## config.mk

```make
export PLATFORM = sky130hd
export DESIGN_NAME = fspa_cfg
export DESIGN_NICKNAME = d
export VERILOG_FILES = /design/src/hw/rtl/fspa_pkg.sv /design/src/hw/rtl/fspa_cfg.sv
export SDC_FILE = /design/constraint.sdc
export NUM_CORES = 1
export LEC_CHECK = 0
export ABC_AREA = 1
export BUFFER_PORTS_ARGS = -buffer_cell sky130_fd_sc_hd__buf_2
export CAP_MARGIN = 25
export CORE_MARGIN = 2
export CORE_UTILIZATION = 45
export DETAILED_ROUTE_END_ITERATION = 8
export PLACE_DENSITY = 0.81
export SYNTH_ARGS = -nofsm -noshare
export SYNTH_HDL_FRONTEND = slang
export SYNTH_SLANG_ARGS = --single-unit
```

## constraint.sdc

```tcl
create_clock -name i_clk -period 1 [get_ports i_clk]
set_input_delay 0.1 -clock i_clk [delete_from_list [all_inputs] [get_ports i_clk]]
set_output_delay 0.1 -clock i_clk [all_outputs]
set_load 0.005 [all_outputs]
```

## src/hw/rtl/fspa_pkg.sv

```systemverilog
// Package for the fixed-slot pool allocator.
// Holds sizes, operation and status codes, register map and shared types.
// No dependencies.
package fspa_pkg;

    localparam int MAX_SLOTS         = 1024;
    localparam int IDX_W             = $clog2(MAX_SLOTS);
    localparam int TOP_W             = $clog2(MAX_SLOTS + 1);
    localparam int LOW_WATER_SLOTS   = 3;
    localparam int STACK_ENTRY_LOG2  = 3;   // 8 bytes per stack entry

    localparam int OP_W       = 2;
    localparam int REQ_W      = 32;
    localparam int ADDR_W     = 64;
    localparam int STATUS_W   = 3;
    localparam int LG_W       = 5;
    localparam int CNT_W      = 11;
    localparam int APB_DATA_W = 64;
    localparam int APB_ADDR_W = 5;

    // Reserved-count sum: slot size (REQ_W + 1 bits) plus the scaled count
    localparam int SUM_W      = REQ_W + 2;

    localparam logic [OP_W-1:0] OP_INIT  = 2'd0;
    localparam logic [OP_W-1:0] OP_ALLOC = 2'd1;
    localparam logic [OP_W-1:0] OP_FREE  = 2'd2;

    localparam logic [STATUS_W-1:0] ST_OK          = 3'd0;
    localparam logic [STATUS_W-1:0] ST_TOO_BIG     = 3'd1;
    localparam logic [STATUS_W-1:0] ST_OOM         = 3'd2;
    localparam logic [STATUS_W-1:0] ST_NOT_IN_POOL = 3'd3;
    localparam logic [STATUS_W-1:0] ST_UNDERFLOW   = 3'd4;

    // Register indexes, 8-byte stride
    localparam logic [1:0] REG_POOL_BASE  = 2'd0;
    localparam logic [1:0] REG_SLOT_LOG2  = 2'd1;
    localparam logic [1:0] REG_SLOT_COUNT = 2'd2;

    localparam logic [LG_W-1:0]  RST_SLOT_LOG2  = 5'd12;
    localparam logic [CNT_W-1:0] RST_SLOT_COUNT = 11'd1023;

    typedef struct packed {
        logic [ADDR_W-1:0] pool_base;
        logic [LG_W-1:0]   slot_size_log2;
        logic [CNT_W-1:0]  slot_count;
    } t_cfg;

    typedef struct packed {
        logic             we;
        logic [IDX_W-1:0] waddr;
        logic [IDX_W-1:0] wdata;
        logic             re;
        logic [IDX_W-1:0] raddr;
    } t_mem_req;

    // Free slots left for a given top; none once top has passed the count.
    function automatic logic [TOP_W-1:0] free_slots(input logic [TOP_W-1:0] top,
                                                   input logic [TOP_W-1:0] count);
        free_slots = (top >= count) ? '0 : count - top;
    endfunction

endpackage

```

## src/hw/rtl/fspa_cfg.sv

```systemverilog
// APB-style register file: pool base, slot size log2, slot count.
// Depends on fspa_pkg.
module fspa_cfg import fspa_pkg::*; (
    input  logic                  i_clk,
    input  logic                  i_rst_n,
    input  logic                  psel,
    input  logic                  penable,
    input  logic                  pwrite,
    input  logic [APB_ADDR_W-1:0] paddr,
    input  logic [APB_DATA_W-1:0] pwdata,
    output logic [APB_DATA_W-1:0] prdata,
    output logic                  pready,
    output t_cfg                  o_cfg
);
    logic [ADDR_W-1:0] r_pool_base;
    logic [LG_W-1:0]   r_slot_log2;
    logic [CNT_W-1:0]  r_slot_count;
    logic [1:0]        reg_idx;
    logic              wr_en;

    assign reg_idx = paddr[APB_ADDR_W-1:3];
    assign wr_en   = psel && penable && pwrite;
    assign pready  = 1'b1;

    always_ff @(posedge i_clk) begin
        if (!i_rst_n) begin
            r_pool_base  <= '0;
            r_slot_log2  <= RST_SLOT_LOG2;
            r_slot_count <= RST_SLOT_COUNT;
        end else if (wr_en) begin
            case (reg_idx)
                REG_POOL_BASE:  r_pool_base  <= pwdata;
                REG_SLOT_LOG2:  r_slot_log2  <= pwdata[LG_W-1:0];
                REG_SLOT_COUNT: r_slot_count <= pwdata[CNT_W-1:0];
                default: ;
            endcase
        end
    end

    always_comb begin
        case (reg_idx)
            REG_POOL_BASE:  prdata = r_pool_base;
            REG_SLOT_LOG2:  prdata = APB_DATA_W'(r_slot_log2);
            REG_SLOT_COUNT: prdata = APB_DATA_W'(r_slot_count);
            default:        prdata = '0;
        endcase
    end

    assign o_cfg = '{pool_base: r_pool_base, slot_size_log2: r_slot_log2,
                     slot_count: r_slot_count};
endmodule

```

## Word-level counts from Yosys, hierarchy flattened

Index checks and enable logic that the tools add are counted.
Widths: inputs -> output; s select.

| cells by class | value |
|---|---|
| multiplexer cells | 1 |
| eq/ne operators | 2 |
| reduce and logical (&&, ||, !) cells | 6 |

Operators with widths:

| kind | count |
|---|---|
| $pmux 64 s3 | 1 |
| $reduce_and 2->1 | 3 |
| $eq 2x1->1 const B | 1 |
| $eq 2x2->1 const B | 1 |
| $logic_and 1x1->1 | 2 |
| $logic_not 2->1 | 1 |

| storage, ports and cells | value |
|---|---|
| bits of input ports | 74 |
| output and inout bits | 145 |
| flip-flop bits (word level) | 80 |
| logic and storage cells | 12 |

## Logic depth before layout (Yosys ltp)

Gate-level depths: netlist of the first run.

| logic depth | value |
|---|---|
| depth in word-level cells | 3 |
| depth in mapped cells | 6 |
| mapped depth without buffers | 5 |

## Least setup slack after synthesis of the first run

OpenSTA, ideal clock, no wires.

| timing path | value |
|---|---|
| kind | input -> register |
| start point | in paddr[3] |
| end point | reg r_pool_base[26] |
| data required time | 0.887 ns |
| path buffers | 2 |
| stages on the path | 6 |
| library setup time | 0.113 ns |
| setup slack | 0.099 ns |
| data arrival time | 0.788 ns |
| cells stage by stage | nor2_1 > buf_2 > buf_2 > nand3_1 > nand2_1 > nor2_1 |

| on the way | value |
|---|---|
| longest elaborated chain between the ends | 2 |

RTL lines:

| what | RTL line | text |
|---|---|---|
| start, declared | fspa_cfg.sv:9 | `input logic [APB_ADDR_W-1:0] paddr,` |
| $logic_not 2->1 | fspa_cfg.sv:31 | `case (reg_idx)` |
| $reduce_and 2->1 (no line) | - |  |
| end signal, assigned | fspa_cfg.sv:32 | `REG_POOL_BASE: r_pool_base <= pwdata;` |
| end, declared | fspa_cfg.sv:15 | `logic [ADDR_W-1:0] r_pool_base;` |

Every way passes these cells.
A chain may end at the register's enable or synchronous reset.

## Final worst setup path of the first run

| timing path | value |
|---|---|
| start point | reg r_pool_base[7] |
| end point | out prdata[7] |

| on the way | value |
|---|---|
| longest elaborated chain between the ends | 1 |

RTL lines:

| what | RTL line | text |
|---|---|---|
| $pmux 64 s3 | fspa_cfg.sv:41 | `case (reg_idx)` |
| end, declared | fspa_cfg.sv:11 | `output logic [APB_DATA_W-1:0] prdata,` |

Every way passes these cells.

==> results of run 1 <==
==> per-layer routing <==
metal / wire length (um) / vias up / track usage (%) / share of wire [%]
li1: - / 2403 / - / -
met1: 5210 / 2142 / 30.0 / 42
met2: 6250 / 196 / 42.5 / 50
met3: 892 / 13 / 5.25 / 7.2
met4: 128 / 0 / 6.28 / 1.0
met5: 0 / - / 0 / 0
==> layout make-up <==
cell class | instances | area, sq um | area share, %
Clock buffer | 10 | 128 | 2.05
Clock inverter | 6 | 36.3 | 0.584
Inverter | 120 | 450 | 7.25
Multi-Input combinational cell | 402 | 1770 | 28.5
Sequential cell | 80 | 1710 | 27.5
Tap cell | 105 | 131 | 2.12
Timing Repair Buffer | 290 | 1990 | 32.0
==> logic make-up (layout without fill, tap and decap cells) <==
group | Yosys count | count (layout)
AOI/OAI and AO/OA | 6 | 6
buffers and inverters | 158 | 426
DFF | 80 | 80
other | 1 | 1
and+or+nand+nor | 395 | 395
==> cells in the mapped netlist <==
| cell | count | area, sq um |
|---|---|---|
| nor2_1 | 193 | 724 |
| conb_1 | 1 | 3.75 |
| inv_2 | 2 | 7.51 |
| nand2_1 | 111 | 417 |
| buf_1 | 5 | 18.8 |
| nand2_2 | 1 | 6.26 |
| dfxtp_1 | 80 | 1600 |
| nand2_4 | 1 | 11.3 |
| buf_2 | 11 | 55.1 |
| inv_1 | 118 | 443 |
| clkbuf_1 | 15 | 56.3 |
| buf_4 | 7 | 52.6 |
| a22o_1 | 6 | 52.6 |
| nor2_4 | 1 | 11.3 |
| nor2_2 | 2 | 12.5 |
| nand3_1 | 86 | 430 |
==> state kept, by name, indices dropped and copies added (netlist names) <==
signal / cells
r_slot_log2: 5
r_slot_count: 11
r_pool_base: 64
==> report_power, final <==
part,switching [uW],internal [uW],leakage [uW]
Combinational,533,503,0.00261
Sequential,66.2,3260,0.000676
Clock,1150,889,0.0000858
Total,1750,4650,0.00337
==> worst max-delay path: stages, from the launching register on <==
cell and delay, ns:
dfxtp_2 0.34, a22o_1 0.22, buf_2 0.13
==> per-stage QoR <==
stage | utilization (%) | power (uW) | hold WS [ns] | setup slack (ns) | instance area (sq um)
floorplan | - | 3830 | 0.226 | 0.0990 | 3900
global placement | 63.4 | 4240 | 0.326 | -0.0459 | 5260
detailed placement | 63.4 | 4260 | 0.334 | -0.0659 | 5260
CTS | 71.1 | 6370 | 0.0546 | -0.116 | 5900
global route | 74.8 | 6690 | 0.0764 | -0.168 | 6210
finish | 74.8 | 6400 | 0.0678 | -0.134 | 6210
==> worst paths after layout <==
kind / endpoint / cells after the start
min reg2reg: r_slot_count[4] / 2
max reg2reg: r_slot_count[6] / 4
min: r_pool_base[55] / 5
max: prdata[7] / 2
==> what timing repair did <==
action | 4_1_cts | 5_1_grt
buffers inserted | 18 | 20
gates resized for setup | 123 | 78
hold buffers | 10 | 0
hold endpoints to repair | 12 | 0
pin swaps | 68 | 15
endpoints found under the setup margin | 65 | 81
==> results.sh, run 1 <==
export IMPL_status="finished with violations"
export IMPL_violations="setup timing"
export IMPL_period_minus_slack_ns=1.13
export IMPL_required_ns=0.90
export IMPL_post_synth_cell_area_avg_sq_um=6.10
export IMPL_vias=4754
export IMPL_synthMuxAreaShare_pct=0
export IMPL_dpl_cell_count=949
export IMPL_r2r_setup_slack_ns=0.15
export IMPL_ys_seq_elements=80
export IMPL_synthXorXnorAreaFrac_pct=0
export IMPL_synth_fa_ha_area_share_pct=0
export IMPL_drive_gt1_share_pct=50.4
export IMPL_ioPinCount=219
export IMPL_synthToLayoutAreaGrowth_pct=59.1
export IMPL_dr_first_iter_drc_count=167
export IMPL_instances_no_fill=1013
export IMPL_routedWlPerCell_um=12.3
export IMPL_antenna_cells=0
export IMPL_fmax_mhz=882
export IMPL_crit_fanout=2
export IMPL_htree_levels=3
export IMPL_dieArea_sq_um=9440
export IMPL_synth_cells=640
export IMPL_hp_start="pwdata[55]"
export IMPL_grt_max_degree=52
export IMPL_vdd_drop_max_mv=0.677
export IMPL_cts_clk_slew_worst_paths_ns=0.09
export IMPL_maxCapViolations=0
export IMPL_grt_overflow=0
export IMPL_startpoint_type="flop"
export IMPL_yosysSeqAreaShare_pct=41.0
export IMPL_antenna_found_initial=0
export IMPL_cts_root_buf="clkbuf_8"
export IMPL_place_congestion=0.836
export IMPL_setup_viol=48
export IMPL_dp_hpwl_mm=8.17
export IMPL_viasPerCell=4.69
export IMPL_cp_end_kind="output port"
export IMPL_final_common_cell="buf_2"
export IMPL_final_cell_mix="buf_2 (193), nor2_1 (174), nand2_1 (102)"
export IMPL_cts_num_sinks=80
export IMPL_drc=0
export IMPL_synth_compound_area_share_pct=1.35
export IMPL_setup_tns_ns=-1.66
export IMPL_r2r_start="r_slot_count[6]"
export IMPL_yosysWarnings=0
export IMPL_final_nets=977
export IMPL_cts_made_buffers=9
export IMPL_cts_tree="built"
export IMPL_layout_setup_ws_ns=-0.134
export IMPL_die_w_um=97.1
export IMPL_drv_slew=0
export IMPL_fin_skew_ns=0
export IMPL_routed_wl_mm=12.5
export IMPL_coreArea_sq_um=8300
export IMPL_crit_type="flop to output port"
export IMPL_grt_use_total_pct=24.2
export IMPL_port_buffers=214
export IMPL_rsz0062_at_grt="true"
export IMPL_clockBufferDepth=2
export IMPL_grt_pass1_vias=4109
export IMPL_antenna_left=0
export IMPL_synth_area_sq_um=3900
export IMPL_dr_pass1_iters=5
export IMPL_insertion_delay_ns=0.34
export IMPL_dieHeight_um=97.1
export IMPL_yosys_area_share_simple_pct=41.3
export IMPL_syn_nets=714
export IMPL_placementRows=33
export IMPL_p_per_area_nw_per_um2=1030
export IMPL_cp_startpoint="r_pool_base[7]"
export IMPL_hold_viol=0
export IMPL_grt_pass1_wl_mm=19.2
export IMPL_power_leakage_uw=0.00337
export IMPL_fin_crit_sh_pct=113
export IMPL_hold_path_class="primary input to flop"
export IMPL_start_util_pct=47.0
export IMPL_critical_path_arrival_ns=1.03
export IMPL_synth_cell_types=16
export IMPL_filler_cell_count=615
export IMPL_synth_top_family_by_area="simple AND/OR/NAND/NOR gates"
Power figures use the tool's default switching activity.
==> run 2: changes to the inputs <==
--- a/config.mk
+++ b/config.mk
@@ -9,9 +9,8 @@
 export BUFFER_PORTS_ARGS = -buffer_cell sky130_fd_sc_hd__buf_2
 export CAP_MARGIN = 25
 export CORE_MARGIN = 2
-export CORE_UTILIZATION = 45
+export CORE_UTILIZATION = 29
 export DETAILED_ROUTE_END_ITERATION = 8
-export PLACE_DENSITY = 0.81
 export SYNTH_ARGS = -nofsm -noshare
 export SYNTH_HDL_FRONTEND = slang
 export SYNTH_SLANG_ARGS = --single-unit
==> results.sh, run 2 (same netlist as run 1, synthesis figures left out) <==
export IMPL_r2r_end="r_pool_base[28]"
export IMPL_drc=0
export IMPL_crit_fanout=2
export IMPL_cp_end_kind="output port"
export IMPL_p_per_area_nw_per_um2=1220
export IMPL_viasPerCell=4.25
export IMPL_status="finished with violations"
export IMPL_holdPathStages=3
export IMPL_dr_pass1_iters=7
export IMPL_grtUsageMet1_pct=22.1
export IMPL_grt_max_degree=54
export IMPL_period_minus_slack_ns=1.09
export IMPL_fin_skew_ns=0
export IMPL_layout_setup_ws_ns=-0.0853
export IMPL_cts_num_sinks=80
export IMPL_pwr_share_clk_pct=42.9
export IMPL_regMostFlops="r_pool_base"
export IMPL_antenna_left=0
export IMPL_p_comb_share_pct=13.7
export IMPL_p_seq_share_pct=43.4
export IMPL_hold_path_class="primary input to flop"
export IMPL_port_buffers=214
export IMPL_grt_overflow=0
export IMPL_reg_top3="r_pool_base (64), r_slot_count (11), r_slot_log2 (5)"
export IMPL_htree_levels=3
export IMPL_power_leakage_uw=0.00334
export IMPL_reg2reg_depth=4
export IMPL_placementRows=42
export IMPL_routed_wl_mm=13.2
export IMPL_dieArea_sq_um=14400
export IMPL_switchingPower_uw=1860
export IMPL_drive_gt1_share_pct=49.0
export IMPL_intPower_uw=5810
export IMPL_coreArea_sq_um=13200
export IMPL_setup_viol=24
export IMPL_required_ns=0.90
export IMPL_cts_tree="built"
export IMPL_dpl_cell_area_sq_um=5290
export IMPL_startpoint_type="flop"
export IMPL_start_util_pct=29.6
export IMPL_final_cell_mix="buf_2 (196), nor2_1 (177), nand2_1 (104)"
export IMPL_multiInputGateArea_sq_um=1760
export IMPL_antenna_found_initial=0
export IMPL_routedWlPerCell_um=12.5
export IMPL_dp_hpwl_mm=8.46
export IMPL_largest_reg_flops=64
export IMPL_clockBufferDepth=2
export IMPL_crit_type="flop to output port"
export IMPL_grt_pass1_wl_mm=19.7
export IMPL_area_sequential_sq_um=1710
export IMPL_endpoint="prdata[9]"
export IMPL_drv_slew=0
export IMPL_die_w_um=120
export IMPL_fmax_mhz=921
export IMPL_grt_pass1_vias=3871
export IMPL_cts_made_buffers=9
export IMPL_rsz0062_at_grt="true"
export IMPL_place_congestion=0.769
export IMPL_dr_first_iter_drc_count=248
export IMPL_maxCapViolations=0
export IMPL_r2r_setup_slack_ns=0.18
export IMPL_dieHeight_um=120
export IMPL_cts_root_buf="clkbuf_16"
export IMPL_cts_clk_slew_worst_paths_ns=0.06
export IMPL_violations="setup timing"
export IMPL_final_nets=959
export IMPL_fin_crit_sh_pct=109
export IMPL_filler_cell_count=1362
export IMPL_synthToLayoutAreaGrowth_pct=61.7
export IMPL_antenna_cells=0
export IMPL_critical_path_arrival_ns=0.99
export IMPL_cp_startpoint="r_pool_base[9]"
export IMPL_vias=4524
export IMPL_grt_busiest_layer="met2"
export IMPL_met2_usage_pct=27.7
export IMPL_final_common_cell="buf_2"
export IMPL_final_util_pct=47.8
export IMPL_r2r_start="r_pool_base[28]"
export IMPL_fin_area_sq_um=6310
export IMPL_grt_util_met3_pct=4.66
export IMPL_insertion_delay_ns=0.33
export IMPL_swShare_pct=24.3
export IMPL_vdd_drop_max_mv=0.857
export IMPL_grt_use_total_pct=17.0
export IMPL_ioPinCount=219
export IMPL_hold_viol=0
==> run 2: cell count changes in the layout (fill, tap and decap cells not counted), sizes merged <==
cell and change:
buf -19, clkbuf +4, clkinv -4, dlygate4sd3 -2, bufinv +1
==> run 2: worst min-delay path by stage <==
stage / slack [ns] / startpoint / endpoint
after floorplan: 0.23 / pwdata[2] / r_slot_log2[2]
after global placement: 0.33 / pwdata[6] / r_slot_count[6]
after detailed placement: 0.33 / pwdata[0] / r_slot_count[0]
after global routing: 0.03 / pwdata[3] / r_slot_log2[3]
final: 0.02 / pwdata[2] / r_slot_count[2]
after CTS: 0.002 / pwdata[3] / r_slot_count[3]
==> run 2: area by class of cell <==
class | count | share of cell area, %
flip-flops and latches | 80 | 27.0
clock inverters | 3 | 0.674
clock buffers | 11 | 4.00
inverters | 120 | 7.22
multi-input cells | 402 | 27.8
well taps | 176 | 3.49
repair buffers | 272 | 29.8
==> run 2: critical path: stages (launching register included) <==
cell and delay [ns]:
dfxtp_2 0.33, a22o_1 0.21, buf_2 0.12
==> run 2: repair_timing <==
| action | in CTS | in global routing |
|---|---|---|
| gates resized for setup | 100 | 90 |
| setup buffers | 17 | 9 |
| cloned | 0 | 4 |
| setup endpoints to repair | 64 | 80 |
| pin swaps | 66 | 20 |
| hold endpoints to repair | 8 | 0 |
| hold buffers | 8 | 0 |
==> run 2: metal layers <==
layer,share of wire [%],up-vias
met2,46,167
met4,0.90,0
li1,-,2363
met5,0,-
met3,7.5,9
met1,46,1985
==> run 2: stage by stage <==
step	setup WS (ns)	instances	hold slack, ns	setup TNS [ns]	power, uW
after global placement	-0.0853	1012	0.330	-2.34	4240
after global routing	-0.122	1064	0.0336	-3.54	8070
final	-0.0853	1064	0.0240	-0.596	7670
after floorplan	0.0990	640	0.226	0	3830
after CTS	-0.0936	1051	0.00165	-1.32	7660
after detailed placement	-0.109	1012	0.332	-3.08	4250
==> run 2: power by group through the flow <==
stage                     combinational [uW]  sequential (uW)  clock (uW)
after CTS                                934             3320        3400
after detailed placement                 867             3380           0
final                                   1050             3330        3290
after global routing                    1180             3340        3560
after global placement                   860             3380           0
after floorplan                          445             3380           0
