File: src/hw/rtl/fspa_pkg.sv
// Package for the fixed-slot pool allocator.
// Holds sizes, operation and status codes, register map and shared types.
// No dependencies.
package fspa_pkg;

    localparam int MAX_SLOTS         = 1024;
    localparam int IDX_W             = $clog2(MAX_SLOTS);
    localparam int TOP_W             = $clog2(MAX_SLOTS + 1);
    localparam int LOW_WATER_SLOTS   = 3;
    localparam int STACK_ENTRY_LOG2  = 3;   // 8 bytes per stack entry

    localparam int OP_W       = 2;
    localparam int REQ_W      = 32;
    localparam int ADDR_W     = 64;
    localparam int STATUS_W   = 3;
    localparam int LG_W       = 5;
    localparam int CNT_W      = 11;
    localparam int APB_DATA_W = 64;
    localparam int APB_ADDR_W = 5;

    // Reserved-count sum: slot size (REQ_W + 1 bits) plus the scaled count
    localparam int SUM_W      = REQ_W + 2;

    localparam logic [OP_W-1:0] OP_INIT  = 2'd0;
    localparam logic [OP_W-1:0] OP_ALLOC = 2'd1;
    localparam logic [OP_W-1:0] OP_FREE  = 2'd2;

    localparam logic [STATUS_W-1:0] ST_OK          = 3'd0;
    localparam logic [STATUS_W-1:0] ST_TOO_BIG     = 3'd1;
    localparam logic [STATUS_W-1:0] ST_OOM         = 3'd2;
    localparam logic [STATUS_W-1:0] ST_NOT_IN_POOL = 3'd3;
    localparam logic [STATUS_W-1:0] ST_UNDERFLOW   = 3'd4;

    // Register indexes, 8-byte stride
    localparam logic [1:0] REG_POOL_BASE  = 2'd0;
    localparam logic [1:0] REG_SLOT_LOG2  = 2'd1;
    localparam logic [1:0] REG_SLOT_COUNT = 2'd2;

    localparam logic [LG_W-1:0]  RST_SLOT_LOG2  = 5'd12;
    localparam logic [CNT_W-1:0] RST_SLOT_COUNT = 11'd1023;

    typedef struct packed {
        logic [ADDR_W-1:0] pool_base;
        logic [LG_W-1:0]   slot_size_log2;
        logic [CNT_W-1:0]  slot_count;
    } t_cfg;

    typedef struct packed {
        logic             we;
        logic [IDX_W-1:0] waddr;
        logic [IDX_W-1:0] wdata;
        logic             re;
        logic [IDX_W-1:0] raddr;
    } t_mem_req;

    // Free slots left for a given top; none once top has passed the count.
    function automatic logic [TOP_W-1:0] free_slots(input logic [TOP_W-1:0] top,
                                                   input logic [TOP_W-1:0] count);
        free_slots = (top >= count) ? '0 : count - top;
    endfunction

endpackage

File: src/hw/rtl/fspa_in_if.sv
// Request channel of the pool allocator: valid/ready plus request payload.
// Depends on fspa_pkg.
interface fspa_in_if import fspa_pkg::*; ();
    logic              valid;
    logic              ready;
    logic [OP_W-1:0]   op;
    logic [REQ_W-1:0]  request_bytes;
    logic [ADDR_W-1:0] address;

    modport source (output valid, output op, output request_bytes, output address,
                    input ready);
    modport sink   (input valid, input op, input request_bytes, input address,
                    output ready);
endinterface

File: src/hw/rtl/fspa_out_if.sv
// Response channel of the pool allocator: valid/ready plus result payload.
// Depends on fspa_pkg.
interface fspa_out_if import fspa_pkg::*; ();
    logic                valid;
    logic                ready;
    logic [STATUS_W-1:0] status;
    logic [ADDR_W-1:0]   slot_address;
    logic                low_water;

    modport source (output valid, output status, output slot_address, output low_water,
                    input ready);
    modport sink   (input valid, input status, input slot_address, input low_water,
                    output ready);
endinterface

File: src/hw/rtl/fspa_ctrl.sv
// Sequencer of the pool allocator: read-modify-write of the free stack,
// top pointer, low-water flag and response register. Depends on fspa_pkg
// and the channel interfaces; drives the stack RAM through t_mem_req.
module fspa_ctrl import fspa_pkg::*; (
    input  logic              i_clk,
    input  logic              i_rst_n,
    input  t_cfg              i_cfg,
    fspa_in_if.sink           i_in,
    fspa_out_if.source        o_out,
    output t_mem_req          o_mem,
    input  logic [IDX_W-1:0]  i_rdata
);
    typedef enum logic [1:0] {S_IDLE, S_PREP, S_EXEC, S_INIT} t_state;

    t_state              r_state, n_state;
    logic [TOP_W-1:0]    r_top, n_top;
    logic                r_flag, n_flag;
    logic                r_out_valid, n_out_valid;
    logic [STATUS_W-1:0] r_status, n_status;
    logic [ADDR_W-1:0]   r_slot_addr, n_slot_addr;
    logic                r_low_water, n_low_water;

    // item payload and derived operands
    logic [OP_W-1:0]     r_op;
    logic [REQ_W-1:0]    r_req;
    logic [ADDR_W-1:0]   r_addr;
    logic [TOP_W-1:0]    r_count, n_count;
    logic [TOP_W-1:0]    r_res, n_res;
    logic                r_too_big, n_too_big;
    logic [ADDR_W-1:0]   r_off, n_off;
    logic                r_below, n_below;
    logic [TOP_W-1:0]    r_idx, n_idx;

    logic [LG_W-1:0]     lg;
    logic [REQ_W:0]      size;
    logic [TOP_W-1:0]    count_c;
    logic [SUM_W-1:0]    res_sum;
    logic [SUM_W-1:0]    res_sh;
    logic [TOP_W-1:0]    res_c;
    logic [TOP_W-1:0]    idx_p1;
    logic [ADDR_W-1:0]   alloc_addr;
    logic [ADDR_W-1:0]   slot;
    logic                in_pool;
    logic [TOP_W-1:0]    top_inc, top_dec;
    logic                can_emit;
    logic                accept;
    t_mem_req            mem;

    assign lg       = i_cfg.slot_size_log2;
    assign size     = (REQ_W+1)'(1) << lg;
    assign count_c  = (32'(i_cfg.slot_count) > MAX_SLOTS) ? TOP_W'(MAX_SLOTS)
                                                          : TOP_W'(i_cfg.slot_count);
    // reserved = ceil(count * entry bytes / slot size), no more than count
    assign res_sum  = (SUM_W'(count_c) << STACK_ENTRY_LOG2) + SUM_W'(size) - SUM_W'(1);
    assign res_sh   = res_sum >> lg;
    assign res_c    = (res_sh > SUM_W'(count_c)) ? count_c : TOP_W'(res_sh);

    assign idx_p1     = TOP_W'(i_rdata) + TOP_W'(1);
    assign alloc_addr = i_cfg.pool_base + (ADDR_W'(idx_p1) << lg);
    assign slot       = r_off >> lg;
    assign in_pool    = !r_below && (slot != '0) && (slot <= ADDR_W'(r_count));
    assign top_inc    = r_top + TOP_W'(1);
    assign top_dec    = r_top - TOP_W'(1);

    assign can_emit   = !r_out_valid || o_out.ready;
    assign i_in.ready = (r_state == S_IDLE);
    assign accept     = i_in.valid && i_in.ready;

    always_comb begin
        n_state     = r_state;
        n_top       = r_top;
        n_flag      = r_flag;
        n_out_valid = r_out_valid && !o_out.ready;
        n_status    = r_status;
        n_slot_addr = r_slot_addr;
        n_low_water = r_low_water;
        n_count     = r_count;
        n_res       = r_res;
        n_too_big   = r_too_big;
        n_off       = r_off;
        n_below     = r_below;
        n_idx       = r_idx;
        mem         = '0;

        case (r_state)
            S_IDLE: begin
                if (accept) begin
                    n_state = S_PREP;
                end
            end
            S_PREP: begin
                n_count             = count_c;
                n_res               = res_c;
                n_idx               = res_c;
                n_too_big           = {1'b0, r_req} > size;
                {n_below, n_off}    = {1'b0, r_addr} - {1'b0, i_cfg.pool_base};
                // fetch the entry on top for an allocation
                mem.re              = 1'b1;
                mem.raddr           = r_top[IDX_W-1:0];
                n_state             = (r_op == OP_INIT) ? S_INIT : S_EXEC;
            end
            S_INIT: begin
                if (r_idx < r_count) begin
                    mem.we    = 1'b1;
                    mem.waddr = r_idx[IDX_W-1:0];
                    mem.wdata = r_idx[IDX_W-1:0];
                    n_idx     = r_idx + TOP_W'(1);
                end else if (can_emit) begin
                    n_top       = r_res;
                    n_flag      = 1'b0;
                    n_out_valid = 1'b1;
                    n_status    = ST_OK;
                    n_slot_addr = '0;
                    n_low_water = 1'b0;
                    n_state     = S_IDLE;
                end
            end
            S_EXEC: begin
                if (can_emit) begin
                    n_status    = ST_OK;
                    n_slot_addr = '0;
                    case (r_op)
                        OP_ALLOC: begin
                            if (r_too_big) begin
                                n_status = ST_TOO_BIG;
                            end else if (r_top >= r_count) begin
                                n_status = ST_OOM;
                            end else begin
                                n_top       = top_inc;
                                n_slot_addr = alloc_addr;
                                if (free_slots(top_inc, r_count) < TOP_W'(LOW_WATER_SLOTS)) begin
                                    n_flag = 1'b1;
                                end
                            end
                        end
                        OP_FREE: begin
                            if (!in_pool) begin
                                n_status = ST_NOT_IN_POOL;
                            end else if (r_top <= r_res) begin
                                n_status = ST_UNDERFLOW;
                            end else begin
                                n_top     = top_dec;
                                mem.we    = 1'b1;
                                mem.waddr = top_dec[IDX_W-1:0];
                                mem.wdata = IDX_W'(slot - ADDR_W'(1));
                                if (free_slots(top_dec, r_count) >= TOP_W'(LOW_WATER_SLOTS)) begin
                                    n_flag = 1'b0;
                                end
                            end
                        end
                        default: ;
                    endcase
                    n_low_water = n_flag;
                    n_out_valid = 1'b1;
                    n_state     = S_IDLE;
                end
            end
            default: n_state = S_IDLE;
        endcase
    end

    always_ff @(posedge i_clk) begin
        if (!i_rst_n) begin
            r_state     <= S_IDLE;
            r_top       <= '0;
            r_flag      <= 1'b0;
            r_out_valid <= 1'b0;
            r_status    <= ST_OK;
            r_slot_addr <= '0;
            r_low_water <= 1'b0;
        end else begin
            r_state     <= n_state;
            r_top       <= n_top;
            r_flag      <= n_flag;
            r_out_valid <= n_out_valid;
            r_status    <= n_status;
            r_slot_addr <= n_slot_addr;
            r_low_water <= n_low_water;
        end
    end

    always_ff @(posedge i_clk) begin
        if (accept) begin
            r_op   <= i_in.op;
            r_req  <= i_in.request_bytes;
            r_addr <= i_in.address;
        end
        r_count   <= n_count;
        r_res     <= n_res;
        r_too_big <= n_too_big;
        r_off     <= n_off;
        r_below   <= n_below;
        r_idx     <= n_idx;
    end

    assign o_mem              = mem;
    assign o_out.valid        = r_out_valid;
    assign o_out.status       = r_status;
    assign o_out.slot_address = r_slot_addr;
    assign o_out.low_water    = r_low_water;

    a_top_bound: assert property (@(posedge i_clk) disable iff (!i_rst_n)
        r_top <= TOP_W'(MAX_SLOTS))
        else $error("free stack top beyond stack depth");

    a_we_phase: assert property (@(posedge i_clk) disable iff (!i_rst_n)
        mem.we |-> (r_state == S_INIT || r_state == S_EXEC))
        else $error("stack written outside init sweep or execute");

    a_resp_src: assert property (@(posedge i_clk) disable iff (!i_rst_n)
        $rose(r_out_valid) |-> ($past(r_state) == S_INIT || $past(r_state) == S_EXEC))
        else $error("response raised without a finishing step");

    a_addr_ok: assert property (@(posedge i_clk) disable iff (!i_rst_n)
        (r_out_valid && r_slot_addr != '0) |-> r_status == ST_OK)
        else $error("slot address given with a failing status");

    a_top_move: assert property (@(posedge i_clk) disable iff (!i_rst_n)
        (r_state != S_INIT && r_state != S_EXEC) |=> $stable(r_top))
        else $error("top moved outside a finishing step");
endmodule

File: src/flat_wrapper.sv
// flat-port wrapper written by rule: the top's interface ports become plain ports
module fspa_ctrl_flat import fspa_pkg::*;
  (i_clk, i_rst_n, i_cfg, o_mem, i_rdata, i_in_valid, i_in_op, i_in_request_bytes, i_in_address, i_in_ready, o_out_valid, o_out_status, o_out_slot_address, o_out_low_water, o_out_ready);
  fspa_in_if i_in_i ();
  fspa_out_if o_out_i ();
  input  logic i_clk;
  input  logic i_rst_n;
  input  t_cfg i_cfg;
  output t_mem_req o_mem;
  input  logic [IDX_W-1:0] i_rdata;
  input wire logic [$bits(i_in_i.valid)-1:0] i_in_valid;
  input wire logic [$bits(i_in_i.op)-1:0] i_in_op;
  input wire logic [$bits(i_in_i.request_bytes)-1:0] i_in_request_bytes;
  input wire logic [$bits(i_in_i.address)-1:0] i_in_address;
  output wire logic [$bits(i_in_i.ready)-1:0] i_in_ready;
  output wire logic [$bits(o_out_i.valid)-1:0] o_out_valid;
  output wire logic [$bits(o_out_i.status)-1:0] o_out_status;
  output wire logic [$bits(o_out_i.slot_address)-1:0] o_out_slot_address;
  output wire logic [$bits(o_out_i.low_water)-1:0] o_out_low_water;
  input wire logic [$bits(o_out_i.ready)-1:0] o_out_ready;
  assign i_in_i.valid = i_in_valid;
  assign i_in_i.op = i_in_op;
  assign i_in_i.request_bytes = i_in_request_bytes;
  assign i_in_i.address = i_in_address;
  assign i_in_ready = i_in_i.ready;
  assign o_out_valid = o_out_i.valid;
  assign o_out_status = o_out_i.status;
  assign o_out_slot_address = o_out_i.slot_address;
  assign o_out_low_water = o_out_i.low_water;
  assign o_out_i.ready = o_out_ready;
  fspa_ctrl u_core (.i_clk(i_clk), .i_rst_n(i_rst_n), .i_cfg(i_cfg), .i_in(i_in_i), .o_out(o_out_i), .o_mem(o_mem), .i_rdata(i_rdata));
endmodule
File: config.mk
export PLATFORM = sky130hd
export DESIGN_NAME = fspa_ctrl_flat
export DESIGN_NICKNAME = d
export VERILOG_FILES = /design/src/hw/rtl/fspa_pkg.sv /design/src/hw/rtl/fspa_in_if.sv /design/src/hw/rtl/fspa_out_if.sv /design/src/hw/rtl/fspa_ctrl.sv /design/src/flat_wrapper.sv
export SDC_FILE = /design/constraint.sdc
export NUM_CORES = 1
export LEC_CHECK = 0
export ABC_AREA = 1
export BUFFER_PORTS_ARGS = -buffer_cell sky130_fd_sc_hd__buf_2
export CELL_PAD_IN_SITES_DETAIL_PLACEMENT = 0
export CELL_PAD_IN_SITES_GLOBAL_PLACEMENT = 2
export CORE_ASPECT_RATIO = 0.75
export CORE_UTILIZATION = 34
export CTS_BUF_LIST = sky130_fd_sc_hd__clkbuf_4
export DETAILED_ROUTE_END_ITERATION = 12
export PLACE_DENSITY = 0.91
export RECOVER_POWER = 100
export SYNTH_ARGS = -nofsm -noshare
export SYNTH_HDL_FRONTEND = slang
export SYNTH_SLANG_ARGS = --single-unit
File: constraint.sdc
create_clock -name i_clk -period 9.05 [get_ports i_clk]
set_clock_uncertainty 0.2 [all_clocks]
set_input_delay 1.81 -clock i_clk [delete_from_list [all_inputs] [get_ports i_clk]]
set_output_delay 1.81 -clock i_clk [all_outputs]
set_load 0.01 [all_outputs]
; ---- Word-level counts from Yosys, hierarchy flattened
; Cells that the tools add are included.
[totals]
out_inout_bits = 102
inputBits = 192
wordCells = 138
ff_bits = 279
[op_classes]
add_sub_neg = 11
order_cmp = 11
mux = 57
reduce_logical = 18
n_eq_ne = 22
n_shift = 4
[ops]
columns = op, n
row1 = two-way mux 64 bit, 6
row2 = two-way mux 11 bit, 13
row3 = one-hot mux 64 bit (2 select lines), 1
row4 = two-way mux 21 bit, 5
row5 = one-hot mux 11 bit (2 select lines), 3
row6 = subtractor 64 x 64 -> 65 bit, 1
row7 = adder 64 bit, 1
row8 = <= comparator 64 x 11 -> 1 bit, 1
row9 = nonzero test 64 bit, 1
row10 = left shift 11 x 5 -> 64 bit, 1
row11 = right shift 64 x 5 -> 64 bit, 1
row12 = one-hot mux 21 bit (2 select lines), 1
row13 = adder 14 x 33 -> 34 bit, 1
row14 = greater-than comparator 34 x 11 -> 1 bit, 1
row15 = right shift 34 x 5 -> 34 bit, 1
row16 = subtractor 34 x 1 -> 34 bit (second input constant), 1
row17 = greater-or-equal comparator 11 bit, 3
row18 = greater-than comparator 32 x 33 -> 1 bit, 1
row19 = left shift 1 x 5 -> 33 bit (first input constant), 1
row20 = inequality test 4 bit (second input constant), 6
row21 = adder 11 x 1 -> 11 bit (second input constant), 2
row22 = subtractor 11 bit, 2
row23 = two-way mux 3 bit, 6
row24 = two-way mux 1 bit, 12
row25 = other kinds (28), 51

; ---- Longest topological paths before layout
[depth]
word_depth = 10
depth_mapped = 48
mapped_depth_nobuf = 43

; ---- Least setup slack after synthesis
; No wires, ideal clock.
[synth_timing]
path_kind = input to register
startpoint = input i_cfg[14] (netlist name)
endpoint = register u_core.r_res[0], data pin
stages = 41
n_path_buf = 9
required_time_ns = 8.595
t_arrival_ns = 7.328
path_slack_ns = 1.268
setup_ns = 0.255
cell_sequence = buf_2 inv_1 buf_2 buf_2 buf_2 buf_2 buf_1 clkbuf_1 buf_1 nand3_1 ha_1 inv_1 ha_1 or2_2 nand3_1 nand2_1 nand2_1 nand2_1 (+5 left out) nand3_1 nand3_1 nand2_1 o21ai_0 inv_1 ha_1 nand4_1 nor3_1 nor3_1 o211ai_1 nand2_1 nand4_1 nand2_1 inv_1 nor2_2 buf_4 nand3_1 and2_1
[synth_via]
elab_chain_len = 6
[synth_lines]
columns = item, line_no
row1 = start: declaration, flat_wrapper.sv:8  ; input t_cfg i_cfg;
row2 = left shift 1 x 5 -> 33 bit, fspa_ctrl.sv:50  ; assign size = (REQ_W+1)'(1) << lg;
row3 = adder 14 x 33 -> 34 bit, fspa_ctrl.sv:54  ; assign res_sum = (SUM_W'(count_c) << STACK_ENTRY_LOG2) + SUM_W'(size) - SUM_W'(1);
row4 = subtractor 34 x 1 -> 34 bit, fspa_ctrl.sv:54
row5 = right shift 34 x 5 -> 34 bit (*), fspa_ctrl.sv:55  ; assign res_sh = res_sum >> lg;
row6 = greater-than comparator 34 x 11 -> 1 bit, fspa_ctrl.sv:56  ; assign res_c = (res_sh > SUM_W'(count_c)) ? count_c : TOP_W'(res_sh);
row7 = two-way mux 11 bit (*), fspa_ctrl.sv:56
row8 = named net u_core.res_c[0], fspa_ctrl.sv:39  ; logic [TOP_W-1:0] res_c;
row9 = end signal: assignment, fspa_ctrl.sv:189  ; r_res <= n_res;
row10 = end: declaration, fspa_ctrl.sv:28  ; logic [TOP_W-1:0] r_res, n_res;
; Mark *: on every way through the listed nets, which the timed path passes. The rest lies on a longest branch.
; A chain may end at the register's enable or synchronous reset.

; ---- Worst setup path in the final report
[layout_timing]
startpoint = input i_cfg[12] (netlist name)
endpoint = register u_core.r_idx[4], data pin
[layout_via]
elab_chain_len = 7
[layout_lines]
columns = item, line_no
row1 = left shift 1 x 5 -> 33 bit, fspa_ctrl.sv:50
row2 = adder 14 x 33 -> 34 bit, fspa_ctrl.sv:54
row3 = subtractor 34 x 1 -> 34 bit, fspa_ctrl.sv:54
row4 = right shift 34 x 5 -> 34 bit (*), fspa_ctrl.sv:55
row5 = greater-than comparator 34 x 11 -> 1 bit, fspa_ctrl.sv:56
row6 = two-way mux 11 bit (*), fspa_ctrl.sv:56
row7 = one-hot mux 11 bit (2 select lines) (*), fspa_ctrl.sv:85  ; case (r_state)
row8 = named net u_core.n_idx[4], fspa_ctrl.sv:32  ; logic [TOP_W-1:0] r_idx, n_idx;
row9 = end signal: assignment, fspa_ctrl.sv:193  ; r_idx <= n_idx;
row10 = end: declaration, fspa_ctrl.sv:32
; Marks and branches as above.

==> metrics.cfg <==
[flow_run]
max_cap_violation_count=5

[floorplanning]
design.die.area_um2=88300
start_util=0.344
placeableCoreArea_um2=86000
die_outline_width_um=343
pin_count=294
fp.dieH_um=258
rows=93

[outcome]
outcome=finished, violations left
violations=design-rule violations, max-capacitance violations, max-slew violations

[detailed_routing]
drc_errors=20
routed-via-count=31748
ant_nets=0
finalWirelength_um=119000
detail_route.wl_per_cell_um=19.7
via_per_inst=5.24
drt_iter0_drc=3318
detail_route.first_pass.iterations=10

[yosys]
syn-num-nets=5025
synth.avg_cell_area_um2=6.49
synth.top_cells.by_count=1227 x nand2_1, 628 x inv_1, 383 x nor2_1
synth_area_um2=29600
synthDominantCellAreaShare=0.200
yosysUniqueCellTypes=58
yosys.cell_count.top_type=nand2_1
ys.flop_type=edfxtp_1
synthArstFlopShare=0
ys.warnings.count=0
synth_largest_area_cell=edfxtp_1
synth.yosys.seq_area_share=0.255
synth.ff_latch_count=279
synth_enable_flop_cells=197
synth_area_leaders=edfxtp_1 20%, nand2_1 16%, ha_1 11%
synthCells=4563

[clocking]
cts.root.buffer_cell=clkbuf_4
cts_num_sinks=279
tritoncts=done
clockBufferDepth=3
clk_latency_ns=0.88
inserted_clock_buffers=79
clkTransAtPathRegs_ns=0.07
post_cts_buffers=0
hold_buffers=0
cells_resized_by_post_cts_repair=0
clock_tree.htree_level_count=3

[place]
gp_routability_congestion=0.968
dpl.hpwl_um=99600
place.port_buffers=293

[timing]
post-route-period-util=0.926
period_needed_ns=8.38
maxSlewHeadroom=-1.42
grt_setup_unrepaired=false
final-max-slew-violation-count=250
fin_setup_tns_ns=0
setup-violations-final=0
fmax_mhz=119
final-hold-violation-count=0
transition_time_of_the_tightest_slew_check_pin_ns=3.62

[worst_setup_path]
worst_path_max_fanout=11
r2r-end=u_core.r_req[12]
r2r_slack_ns=3.05
cp_slowest_stage_delay_ns=0.63
cp_launch_type=input pin
ff2ff_path_depth=5
critical_path.slowest_cell=nor2_1
critPathRequiredTime_ns=9.57
worst-setup-path-type=in -> reg
worst_setup_path_end_kind=flop
reg2reg_from=u_core.r_state[1]
worst-endpoint-arrival_ns=8.90
critPathMostFrequentCell=nand2_1

[global_route]
largest_net_degree_at_the_start_of_global_routing=102
globalRouteOverflowTotal=0
grtUsageTotal=0.263
number_of_global_route_vias_before_repair=28820
antenna_violations_before_repair=12
first_pass_grt_wire_length_um=177000

[layout]
syn2layout_area_growth_pct=12.1
proportion_of_layout_cells_with_a_drive_suffix_above_1=0.0836
fillerInstances=9642
design.final.nets=5305

[power]
totalPowerFinal_mw=4.83
irDropWorstVdd_uv=100
static-leakage-power_nw=15.9
pwr_density_cell_nw_per_um2=146

[worst_hold_path]
worstHoldPathCells=2
holdPathEnd=u_core.o_out.slot_address[46]
hold_path_class=reg -> reg
timing.hold.worst.start=u_core.o_out.slot_address[46]

==> cell usage in the layout (no fill, tap or decap), types with 8 or more instances in the layout <==
cell	Yosys	routed
nand3b_1	12	12
clkbuf_1	56	104
clkinv_2	0	10
o21ai_1	88	47
xor2_1	100	100
nand2_1	1227	1226
nor2_1	383	383
clkbuf_4	0	111
a21oi_1	324	324
nor4_1	20	20
edfxtp_1	197	197
xnor2_1	48	48
a21boi_0	14	16
diode_2	0	10
ha_1	265	265
buf_4	10	51
nand4_1	56	56
nor3_1	68	68
o21ai_0	270	312
o31ai_1	8	8
a31oi_1	47	47
dfxtp_1	82	82
nand3_1	356	355
o211ai_1	20	20
a22oi_1	17	17
inv_1	628	625
or2_2	14	14
o22ai_1	16	16
clkinv_1	2	17
o21a_1	24	24
and2_1	12	8
o2111ai_1	8	8
buf_2	49	191
mux2i_1	32	32
==> per-stage QoR <==
step | area [um^2] | worst slack [ns] | cells | util | hold slack [ns]
after global routing | 33200 | 0.182 | 6051 | 0.386 | 0.284
after global placement | 32300 | 0.647 | 5902 | 0.375 | 0.252
after detailed placement | 32300 | 0.545 | 5902 | 0.375 | 0.253
final | 33200 | 0.666 | 6054 | 0.386 | 0.266
after CTS | 33300 | 0.601 | 6044 | 0.387 | 0.264
after floorplan | 29600 | 1.27 | 4563 | - | 0.290
==> logic make-up (layout without fill, tap and decap cells) <==
family	after synthesis	count (layout)	synth area share
other	0	10	0
multiplexers	32	32	0.0108
AO/OA/AOI/OAI	882	882	0.165
adder cells (fa/ha/maj)	270	270	0.115
buffers and inverters	785	1126	0.105
AND/OR/NAND/NOR	2167	2167	0.305
flip-flops	279	279	0.255
XOR/XNOR	148	148	0.0438
==> worst max-delay path, delay by kind of cell <==
kind	cells	cell delay [ns]
buffers and inverters	6	0.75
AND/OR/NAND/NOR	27	4.76
adder cells (fa/ha/maj)	3	1.14
AO/OA/AOI/OAI	2	0.42
==> power breakdown <==
group,internal (mW),switching [mW],total [mW]
clock network,0.660,0.603,1.26
registers,1.50,0.0682,1.57
logic,0.633,1.36,2.00
total,2.80,2.04,4.83
==> per-layer routing <==
| metal | GRT usage | wire length [um] |
|---|---|---|
| met3 | 0.0534 | 10500 |
| met1 | 0.430 | 62600 |
| met5 | 0 | 27 |
| met2 | 0.340 | 44200 |
| met4 | 0.0580 | 2050 |
==> flip-flops by register name (all words and copies together), names as in the netlist <==
name and flops:
u_core.o_out.slot_address 64, u_core.o_out.status 3, u_core.o_out.valid 1, u_core.r_addr 64
u_core.r_below 1, u_core.r_count 11, u_core.r_flag 1, u_core.r_idx 11
u_core.r_off 64, u_core.r_op 2, u_core.r_req 32, u_core.r_res 11
u_core.r_state 2, u_core.r_too_big 1, u_core.r_top 11
==> worst max-delay path by stage <==
| stage | from | endpoint |
|---|---|---|
| 2_1_floorplan | i_cfg[14] | u_core.r_res[0] |
| 3_3_place_gp | i_cfg[12] | u_core.r_idx[3] |
| 3_5_place_dp | i_cfg[12] | u_core.r_idx[6] |
| 4_1_cts | i_cfg[11] | o_mem[11] |
| 5_1_grt | i_cfg[11] | o_mem[11] |
| 6_report | i_cfg[12] | u_core.r_idx[4] |
==> area by class of cell <==
class	count	area [um^2]	share of cell area
diodes	10	25.0	0.000754
clock buffers	111	833	0.0251
clock inverters	31	225	0.00679
inverters	635	2390	0.0719
multi-input cells	3499	19000	0.571
flip-flops and latches	279	7560	0.228
well taps	1140	1430	0.0430
repair buffers	349	1770	0.0534
(Power assumes the default switching activity.)
